$ cat src/sv/pdsd_pkg.sv
// ----------------------------------------------------------------------------
// pdsd_pkg
// Types and constants for the pulse-distance sensor frame decoder: status
// codes, register indexes, register reset values and frame layout.
// ----------------------------------------------------------------------------
package pdsd_pkg;

    // Per-edge status reported with every transaction
    typedef enum logic [3:0] {
        ST_WAIT     = 4'd0,
        ST_START    = 4'd1,
        ST_FALLING  = 4'd2,
        ST_NEXT     = 4'd3,
        ST_OK       = 4'd4,
        ST_BAD_HIGH = 4'd5,
        ST_BAD_LOW  = 4'd6,
        ST_BAD_FLAG = 4'd7,
        ST_BAD_TEMP = 4'd8
    } status_t;

    // Configuration register indexes
    typedef enum logic [2:0] {
        REG_SYNC_GAP_MIN   = 3'd0,
        REG_HIGH_PULSE_MIN = 3'd1,
        REG_HIGH_PULSE_MAX = 3'd2,
        REG_ZERO_GAP_MIN   = 3'd3,
        REG_ZERO_GAP_MAX   = 3'd4,
        REG_ONE_GAP_MIN    = 3'd5,
        REG_ONE_GAP_MAX    = 3'd6
    } reg_index_t;

    localparam int CFG_WIDTH   = 16;
    localparam int INDEX_WIDTH = 3;
    localparam int STAMP_WIDTH = 32;

    typedef logic [CFG_WIDTH-1:0] cfg_word_t;

    // Register reset values
    localparam cfg_word_t RST_SYNC_GAP_MIN   = 16'd3900;
    localparam cfg_word_t RST_HIGH_PULSE_MIN = 16'd400;
    localparam cfg_word_t RST_HIGH_PULSE_MAX = 16'd600;
    localparam cfg_word_t RST_ZERO_GAP_MIN   = 16'd900;
    localparam cfg_word_t RST_ZERO_GAP_MAX   = 16'd1100;
    localparam cfg_word_t RST_ONE_GAP_MIN    = 16'd1900;
    localparam cfg_word_t RST_ONE_GAP_MAX    = 16'd2100;

    // Frame layout
    localparam int FRAME_BITS = 36;
    localparam int COUNT_WIDTH = 6;
    localparam logic [COUNT_WIDTH-1:0] FRAME_COUNT = 6'd36;
    localparam logic [3:0] FLAG_NIBBLE = 4'hF;
    localparam logic signed [11:0] TEMP_MIN = -12'sd600;
    localparam logic signed [11:0] TEMP_MAX = 12'sd700;

    typedef logic [FRAME_BITS-1:0] frame_t;

endpackage

$ cat src/sv/pulse_distance_sensor_frame_decoder_top.sv
// ----------------------------------------------------------------------------
// pulse_distance_sensor_frame_decoder_top
// Decodes 36-bit pulse-distance sensor frames from a stream of timed edges.
// ----------------------------------------------------------------------------
// Each accepted edge's status is registered into the output register.
// Throughput: one edge per cycle; the only limit is the single output register,
// which is refilled in the same cycle it is taken.
// Reset: idle, bit count and shift register cleared, previous time zero,
// registers at their default windows, output empty.
module pulse_distance_sensor_frame_decoder_top #(
    parameter int TIME_WIDTH = 32
) (
    input  logic                                 clk,
    input  logic                                 rst_n,
    // configuration write channel
    input  logic                                 cfg_valid,
    output logic                                 cfg_ready,
    input  logic [pdsd_pkg::INDEX_WIDTH-1:0]     cfg_index,
    input  logic [pdsd_pkg::CFG_WIDTH-1:0]       cfg_data,
    // edge input channel
    input  logic                                 in_valid,
    output logic                                 in_stall,
    input  logic                                 rising,
    input  logic [pdsd_pkg::STAMP_WIDTH-1:0]     timestamp,
    // result channel
    output logic                                 out_valid,
    input  logic                                 out_stall,
    output pdsd_pkg::status_t                    status,
    output logic [7:0]                           sensor_id,
    output logic                                 battery_low,
    output logic [1:0]                           channel,
    output logic signed [10:0]                   temperature,
    output logic [7:0]                           humidity
);
    import pdsd_pkg::*;

    localparam int TS_BITS = (TIME_WIDTH < STAMP_WIDTH) ? TIME_WIDTH : STAMP_WIDTH;

    typedef logic [TIME_WIDTH-1:0] time_word_t;

    // configuration registers
    cfg_word_t sync_gap_min_reg;
    cfg_word_t high_pulse_min_reg;
    cfg_word_t high_pulse_max_reg;
    cfg_word_t zero_gap_min_reg;
    cfg_word_t zero_gap_max_reg;
    cfg_word_t one_gap_min_reg;
    cfg_word_t one_gap_max_reg;

    // decoder state
    time_word_t               previous_time_reg, previous_time_next;
    logic                     frame_active_reg, frame_active_next;
    logic [COUNT_WIDTH-1:0]   bit_count_reg, bit_count_next;
    frame_t                   shift_bits_reg, shift_bits_next;

    // output register
    logic                     out_valid_reg;
    status_t                  status_reg, status_next;
    logic [7:0]               sensor_id_reg, sensor_id_next;
    logic                     battery_low_reg, battery_low_next;
    logic [1:0]               channel_reg, channel_next;
    logic signed [10:0]       temperature_reg, temperature_next;
    logic [7:0]               humidity_reg, humidity_next;

    logic                     in_accept;
    time_word_t               now;
    time_word_t               delta;
    logic                     high_ok;
    logic                     zero_ok;
    logic                     one_ok;
    logic                     sync_ok;
    logic                     bit_value;
    frame_t                   shifted;
    logic [COUNT_WIDTH-1:0]   count_inc;
    logic signed [11:0]       temp_raw;

    assign cfg_ready = 1'b1;

    // Output stage refills whenever it is empty or being drained
    assign in_stall  = out_valid_reg && out_stall;
    assign in_accept = in_valid && !in_stall;

    // Edge interval, modulo the time width
    assign now   = TIME_WIDTH'(timestamp[TS_BITS-1:0]);
    assign delta = now - previous_time_reg;

    // Window checks; an inverted window matches nothing
    assign sync_ok = delta >= TIME_WIDTH'(sync_gap_min_reg);
    assign high_ok = (delta >= TIME_WIDTH'(high_pulse_min_reg))
                  && (delta <= TIME_WIDTH'(high_pulse_max_reg));
    assign zero_ok = (delta >= TIME_WIDTH'(zero_gap_min_reg))
                  && (delta <= TIME_WIDTH'(zero_gap_max_reg));
    assign one_ok  = (delta >= TIME_WIDTH'(one_gap_min_reg))
                  && (delta <= TIME_WIDTH'(one_gap_max_reg));

    // Zero window wins where the two bit windows overlap
    assign bit_value = !zero_ok;
    assign shifted   = {shift_bits_reg[FRAME_BITS-2:0], bit_value};
    assign count_inc = bit_count_reg + 1'b1;
    assign temp_raw  = $signed(shifted[23:12]);

    // Frame state machine and result decode
    always_comb
    begin
        previous_time_next = now;
        frame_active_next  = frame_active_reg;
        bit_count_next     = bit_count_reg;
        shift_bits_next    = shift_bits_reg;
        status_next        = ST_WAIT;
        sensor_id_next     = '0;
        battery_low_next   = 1'b0;
        channel_next       = '0;
        temperature_next   = '0;
        humidity_next      = '0;

        if (!frame_active_reg)
        begin
            if (rising && sync_ok)
            begin
                frame_active_next = 1'b1;
                bit_count_next    = '0;
                status_next       = ST_START;
            end
        end
        else if (!rising)
        begin
            if (high_ok)
            begin
                status_next = ST_FALLING;
            end
            else
            begin
                frame_active_next = 1'b0;
                bit_count_next    = '0;
                status_next       = ST_BAD_HIGH;
            end
        end
        else if (zero_ok || one_ok)
        begin
            shift_bits_next = shifted;
            if (count_inc != FRAME_COUNT)
            begin
                bit_count_next = count_inc;
                status_next    = ST_NEXT;
            end
            else
            begin
                // Full frame: check flag nibble, then temperature range
                frame_active_next = 1'b0;
                bit_count_next    = '0;
                if (shifted[11:8] != FLAG_NIBBLE)
                begin
                    status_next = ST_BAD_FLAG;
                end
                else if (temp_raw < TEMP_MIN || temp_raw > TEMP_MAX)
                begin
                    status_next = ST_BAD_TEMP;
                end
                else
                begin
                    status_next      = ST_OK;
                    sensor_id_next   = shifted[35:28];
                    battery_low_next = shifted[27];
                    channel_next     = shifted[25:24];
                    temperature_next = temp_raw[10:0];
                    humidity_next    = shifted[7:0];
                end
            end
        end
        else
        begin
            frame_active_next = 1'b0;
            bit_count_next    = '0;
            status_next       = ST_BAD_LOW;
        end
    end

    // Configuration registers
    always_ff @(posedge clk or negedge rst_n)
    begin
        if (!rst_n)
        begin
            sync_gap_min_reg   <= RST_SYNC_GAP_MIN;
            high_pulse_min_reg <= RST_HIGH_PULSE_MIN;
            high_pulse_max_reg <= RST_HIGH_PULSE_MAX;
            zero_gap_min_reg   <= RST_ZERO_GAP_MIN;
            zero_gap_max_reg   <= RST_ZERO_GAP_MAX;
            one_gap_min_reg    <= RST_ONE_GAP_MIN;
            one_gap_max_reg    <= RST_ONE_GAP_MAX;
        end
        else if (cfg_valid && cfg_ready)
        begin
            case (reg_index_t'(cfg_index))
                REG_SYNC_GAP_MIN:   sync_gap_min_reg   <= cfg_data;
                REG_HIGH_PULSE_MIN: high_pulse_min_reg <= cfg_data;
                REG_HIGH_PULSE_MAX: high_pulse_max_reg <= cfg_data;
                REG_ZERO_GAP_MIN:   zero_gap_min_reg   <= cfg_data;
                REG_ZERO_GAP_MAX:   zero_gap_max_reg   <= cfg_data;
                REG_ONE_GAP_MIN:    one_gap_min_reg    <= cfg_data;
                REG_ONE_GAP_MAX:    one_gap_max_reg    <= cfg_data;
                default:            ; // unmapped index, write dropped
            endcase
        end
    end

    // Decoder state
    always_ff @(posedge clk or negedge rst_n)
    begin
        if (!rst_n)
        begin
            previous_time_reg <= '0;
            frame_active_reg  <= 1'b0;
            bit_count_reg     <= '0;
            shift_bits_reg    <= '0;
        end
        else if (in_accept)
        begin
            previous_time_reg <= previous_time_next;
            frame_active_reg  <= frame_active_next;
            bit_count_reg     <= bit_count_next;
            shift_bits_reg    <= shift_bits_next;
        end
    end

    // Output valid
    always_ff @(posedge clk or negedge rst_n)
    begin
        if (!rst_n)
        begin
            out_valid_reg <= 1'b0;
        end
        else if (in_accept)
        begin
            out_valid_reg <= 1'b1;
        end
        else if (!out_stall)
        begin
            out_valid_reg <= 1'b0;
        end
    end

    // Output payload
    always_ff @(posedge clk)
    begin
        if (in_accept)
        begin
            status_reg      <= status_next;
            sensor_id_reg   <= sensor_id_next;
            battery_low_reg <= battery_low_next;
            channel_reg     <= channel_next;
            temperature_reg <= temperature_next;
            humidity_reg    <= humidity_next;
        end
    end

    assign out_valid   = out_valid_reg;
    assign status      = status_reg;
    assign sensor_id   = sensor_id_reg;
    assign battery_low = battery_low_reg;
    assign channel     = channel_reg;
    assign temperature = temperature_reg;
    assign humidity    = humidity_reg;

endmodule
$ cat config.mk
export PLATFORM = sky130hd
export DESIGN_NAME = pulse_distance_sensor_frame_decoder_top
export DESIGN_NICKNAME = d
export VERILOG_FILES = /design/src/sv/pdsd_pkg.sv /design/src/sv/pulse_distance_sensor_frame_decoder_top.sv
export SDC_FILE = /design/constraint.sdc
export NUM_CORES = 1
export LEC_CHECK = 0
export BUFFER_PORTS_ARGS = -buffer_cell sky130_fd_sc_hd__buf_2
export CAP_MARGIN = 5
export CORE_MARGIN = 10
export CORE_UTILIZATION = 25
export CTS_BUF_LIST = sky130_fd_sc_hd__clkbuf_4
export CTS_CLUSTER_DIAMETER = 150
export DETAILED_ROUTE_END_ITERATION = 6
export GPL_ROUTABILITY_DRIVEN = 0
export PLACE_DENSITY = 0.44
export SLEW_MARGIN = 20
export SYNTH_ARGS = -nofsm -noshare
export SYNTH_HDL_FRONTEND = slang
export SYNTH_SLANG_ARGS = --single-unit
$ cat constraint.sdc
create_clock -name clk -period 6.6 [get_ports clk]
set_input_delay 0.66 -clock clk [delete_from_list [all_inputs] [get_ports clk]]
set_output_delay 0.66 -clock clk [all_outputs]
set_load 0.01 [all_outputs]
==> impl_metrics.env <==
export IMPL_drive_gt1_share_pct=22.65
export IMPL_slowest_delay_ps=620
export IMPL_synth_most_common_cell="nand2_1"
export IMPL_cp_cell_sequence="inv_1, ha_1, nor2b_1, o2111a_1, o21a_1, o21ai_0, nand2b_1, a21o_1, a21oi_1, xnor2_1, ha_1, a21o_1, a21o_1, a21oi_1, nor2b_1, o21ai_0, nand3_1, a2bb2oi_1, o21ai_0, buf_4, nor3_4, nand2_4, mux2_4"
export IMPL_hold_viol=0
export IMPL_fmax_mhz=186.3
export IMPL_synth_xor_area_share_pct=1.282
export IMPL_tightest_slew_ps=1097
export IMPL_holdCritPathClass="in2reg"
export IMPL_path_max_fanout=35
export IMPL_placed_cells=2170
export IMPL_post_cts_buffers=0
export IMPL_rsz0062_at_grt="false"
export IMPL_cts_root_buf="clkbuf_4"
export IMPL_multi_input_area_um2=7146
export IMPL_drv_slew=0
export IMPL_h_tree_depth=3
export IMPL_largest_reg_flops=35
export IMPL_wl_per_cell_um=15.82
export IMPL_design_area_um2=15980
export IMPL_ys_types=78
export IMPL_drv_cap=0
export IMPL_die_width_um=253.8
export IMPL_ys_warnings_count=0
export IMPL_overflow=0
export IMPL_cts_buffer_depth=3
export IMPL_pwr_density_cell_nw_per_um2=304.5
export IMPL_yosys_area_top_type="dfrtp_1"
export IMPL_synth_adder_area_share_pct=13.42
export IMPL_cp_required_ps=7260
export IMPL_die_h_um=253.8
export IMPL_synthSimpleGateAreaFrac_pct=14.06
export IMPL_die_area_um2=64410
export IMPL_critPathSlowestCell="xnor2_1"
export IMPL_cp_arrival_ps=6020
export IMPL_instances_no_fill=2304
export IMPL_fin_skew_ps=48.44
export IMPL_cts_made_buffers=68
export IMPL_ff_latch_area_um2=5743
export IMPL_start_util_pct=25.29
export IMPL_reg2reg_slack_ps=1230
export IMPL_grt_usage_pct=11.60
export IMPL_routed_via_density=4.556
export IMPL_setup_viol=0
export IMPL_synthTopCellsByCount="160 x nand2_1, 155 x inv_1, 153 x dfrtp_1, 145 x ha_1, 145 x o21ai_0"
export IMPL_core_um2=54030
export IMPL_worstSetupStartpointType="flop"
export IMPL_grt_pass1_wl_um=59520
export IMPL_io_buffer_count=92
export IMPL_wl_um=36460
export IMPL_irDropWorstVdd_v=0.0001094
export IMPL_first_iter_violations=602
export IMPL_place_hpwl_um=27020
export IMPL_holdWs_ps=107.4
export IMPL_area_growth_pct=16.90
export IMPL_synth_async_sr_flop_share_pct=84.62
export IMPL_cp_end_kind="flop"
export IMPL_ant_nets=0
export IMPL_antenna_found_initial=7
export IMPL_num_rows=85
export IMPL_ioPinCount=94
export IMPL_tritoncts="built"
export IMPL_cts_sinks=221
export IMPL_synth_seq_cells=221
export IMPL_p_leak_nw=7.450
export IMPL_clk_latency_ps=790
export IMPL_min_period_over_period_pct=81.32
export IMPL_yosys_most_used_dff="dfrtp_1"
export IMPL_setup_tns_ps=0
export IMPL_placed_cell_area_um2=14990
export IMPL_ys_seq_area_share_pct=42.03
export IMPL_grt_max_degree=69
export IMPL_outcome="finished, final reports clean"
export IMPL_synth_compound_area_share_pct=14.74
export IMPL_synth_edff_count=34
export IMPL_synthesis_instances=1407
export IMPL_ys_top_cells_by_area="dfrtp_1 28%, ha_1 13%, edfxtp_1 7.5%"
export IMPL_syn_area_um2=13670
export IMPL_max_slew_margin_pct=26.48
export IMPL_synth_top_area_share_pct=28.02
export IMPL_via_count=10500
export IMPL_fillers=5745
export IMPL_firstDrtPassIters=6
export IMPL_muxShareOfSynthArea_pct=8.606
export IMPL_synth_top_family_by_area="compound AO/OA/AOI/OAI gates"
export IMPL_fin_nets=1752
export IMPL_crit_type="reg2reg"
export IMPL_syn_area_per_cell_um2=9.713
export IMPL_syn_nets=1610
export IMPL_clk_pin_slew_ps=60
export IMPL_drc=0
export IMPL_post_route_min_period_ps=5367
export IMPL_cts_resized=0
export IMPL_grt_pass1_vias=10810
-- cell families (layout without fill, tap and decap cells) --
family          Yosys count  count (layout)
compound gates          336             336
xor+xnor                 20              20
fa+ha+maj               146             146
buf+inv                 203             399
flops                   221             221
mux                      95              95
other cells               1               6
simple gates            385             385
-- power by group --
group	internal (mW)	switching, mW
registers	1.60	0.0655
clock network	0.783	0.654
logic	0.726	1.04
total	3.11	1.76
-- final timing paths --
path,start,endpoint,depth (start not counted)
max reg2reg,previous_time_reg[1]$_DFFE_PN0P_,shift_bits_reg[22]$_DFFE_PN0P_,23
min reg2reg,bit_count_reg[4]$_DFFE_PN0P_,bit_count_reg[4]$_DFFE_PN0P_,1
max,previous_time_reg[1]$_DFFE_PN0P_,shift_bits_reg[22]$_DFFE_PN0P_,23
min in group asynchronous,rst_n,previous_time_reg[8]$_DFFE_PN0P_,2
max in group asynchronous,rst_n,shift_bits_reg[32]$_DFFE_PN0P_,3
min,timestamp[28],previous_time_reg[28]$_DFFE_PN0P_,3
-- area by class of cell --
cell class | instances | share of cell area [%]
Sequential cell | 221 | 35.95
Multi-Input combinational cell | 983 | 44.73
Timing Repair Buffer | 120 | 4.386
Clock buffer | 101 | 4.746
Inverter | 155 | 3.650
Clock inverter | 23 | 1.010
Antenna cell | 5 | 0.07832
Tap cell | 696 | 5.451
-- repair_timing --
action | CTS | global route
hold buffers | 4 | 0
hold endpoints to repair | 50 | 0
endpoints found under the setup margin | 0 | 0
-- cells in the final DEF, fill, tap and decap left out, drive strengths merged, types with 4 or more instances in the layout --
cell	instances
edfxtp	34
and2	34
mux2	90
a311oi	4
buf	115
xnor2	10
o211ai	11
diode	5
dfrtp	153
and3	5
dlygate4sd3	4
nand2	161
a211oi	6
nand4	30
a31oi	6
o22ai	8
o21ai	153
a21oi	72
clkbuf	102
inv	154
nor4	7
and4	4
a21o	21
or3	4
nand4b	4
nor2b	10
dfstp	34
nor2	58
o21a	15
ha	145
nor3	19
clkinv	20
nand2b	12
xor2	10
nand3	24
mux2i	5
-- layer usage --
layer  vias up  routed length [um]  track usage, %
met1      4928               16800           14.46
met5         -                  34               0
met3        67                1762           2.840
met4         6                 767           4.566
met2       207               17100           18.95
li1       5289                   -               -
-- critical path: cells and delay by family (launching register included) --
family,cells,cell delay [ps]
multiplexers,1,440
flip-flops,1,380
AND/OR/NAND/NOR,6,970
XOR/XNOR,1,620
AO/OA/AOI/OAI,11,1920
adder cells (fa/ha/maj),2,640
buffers and inverters,2,260
-- per-stage QoR --
step | util, % | power, mW | setup WS [ps]
after global routing | 29.56 | 5.327 | 703.9
after detailed placement | 27.75 | 3.461 | 662.4
final | 29.57 | 4.864 | 1233
after CTS | 29.53 | 4.976 | 1077
after global placement | 27.72 | 3.439 | 688.5
after floorplan | - | 2.891 | 1703
Note: power is estimated with default switching activity, not from simulation.
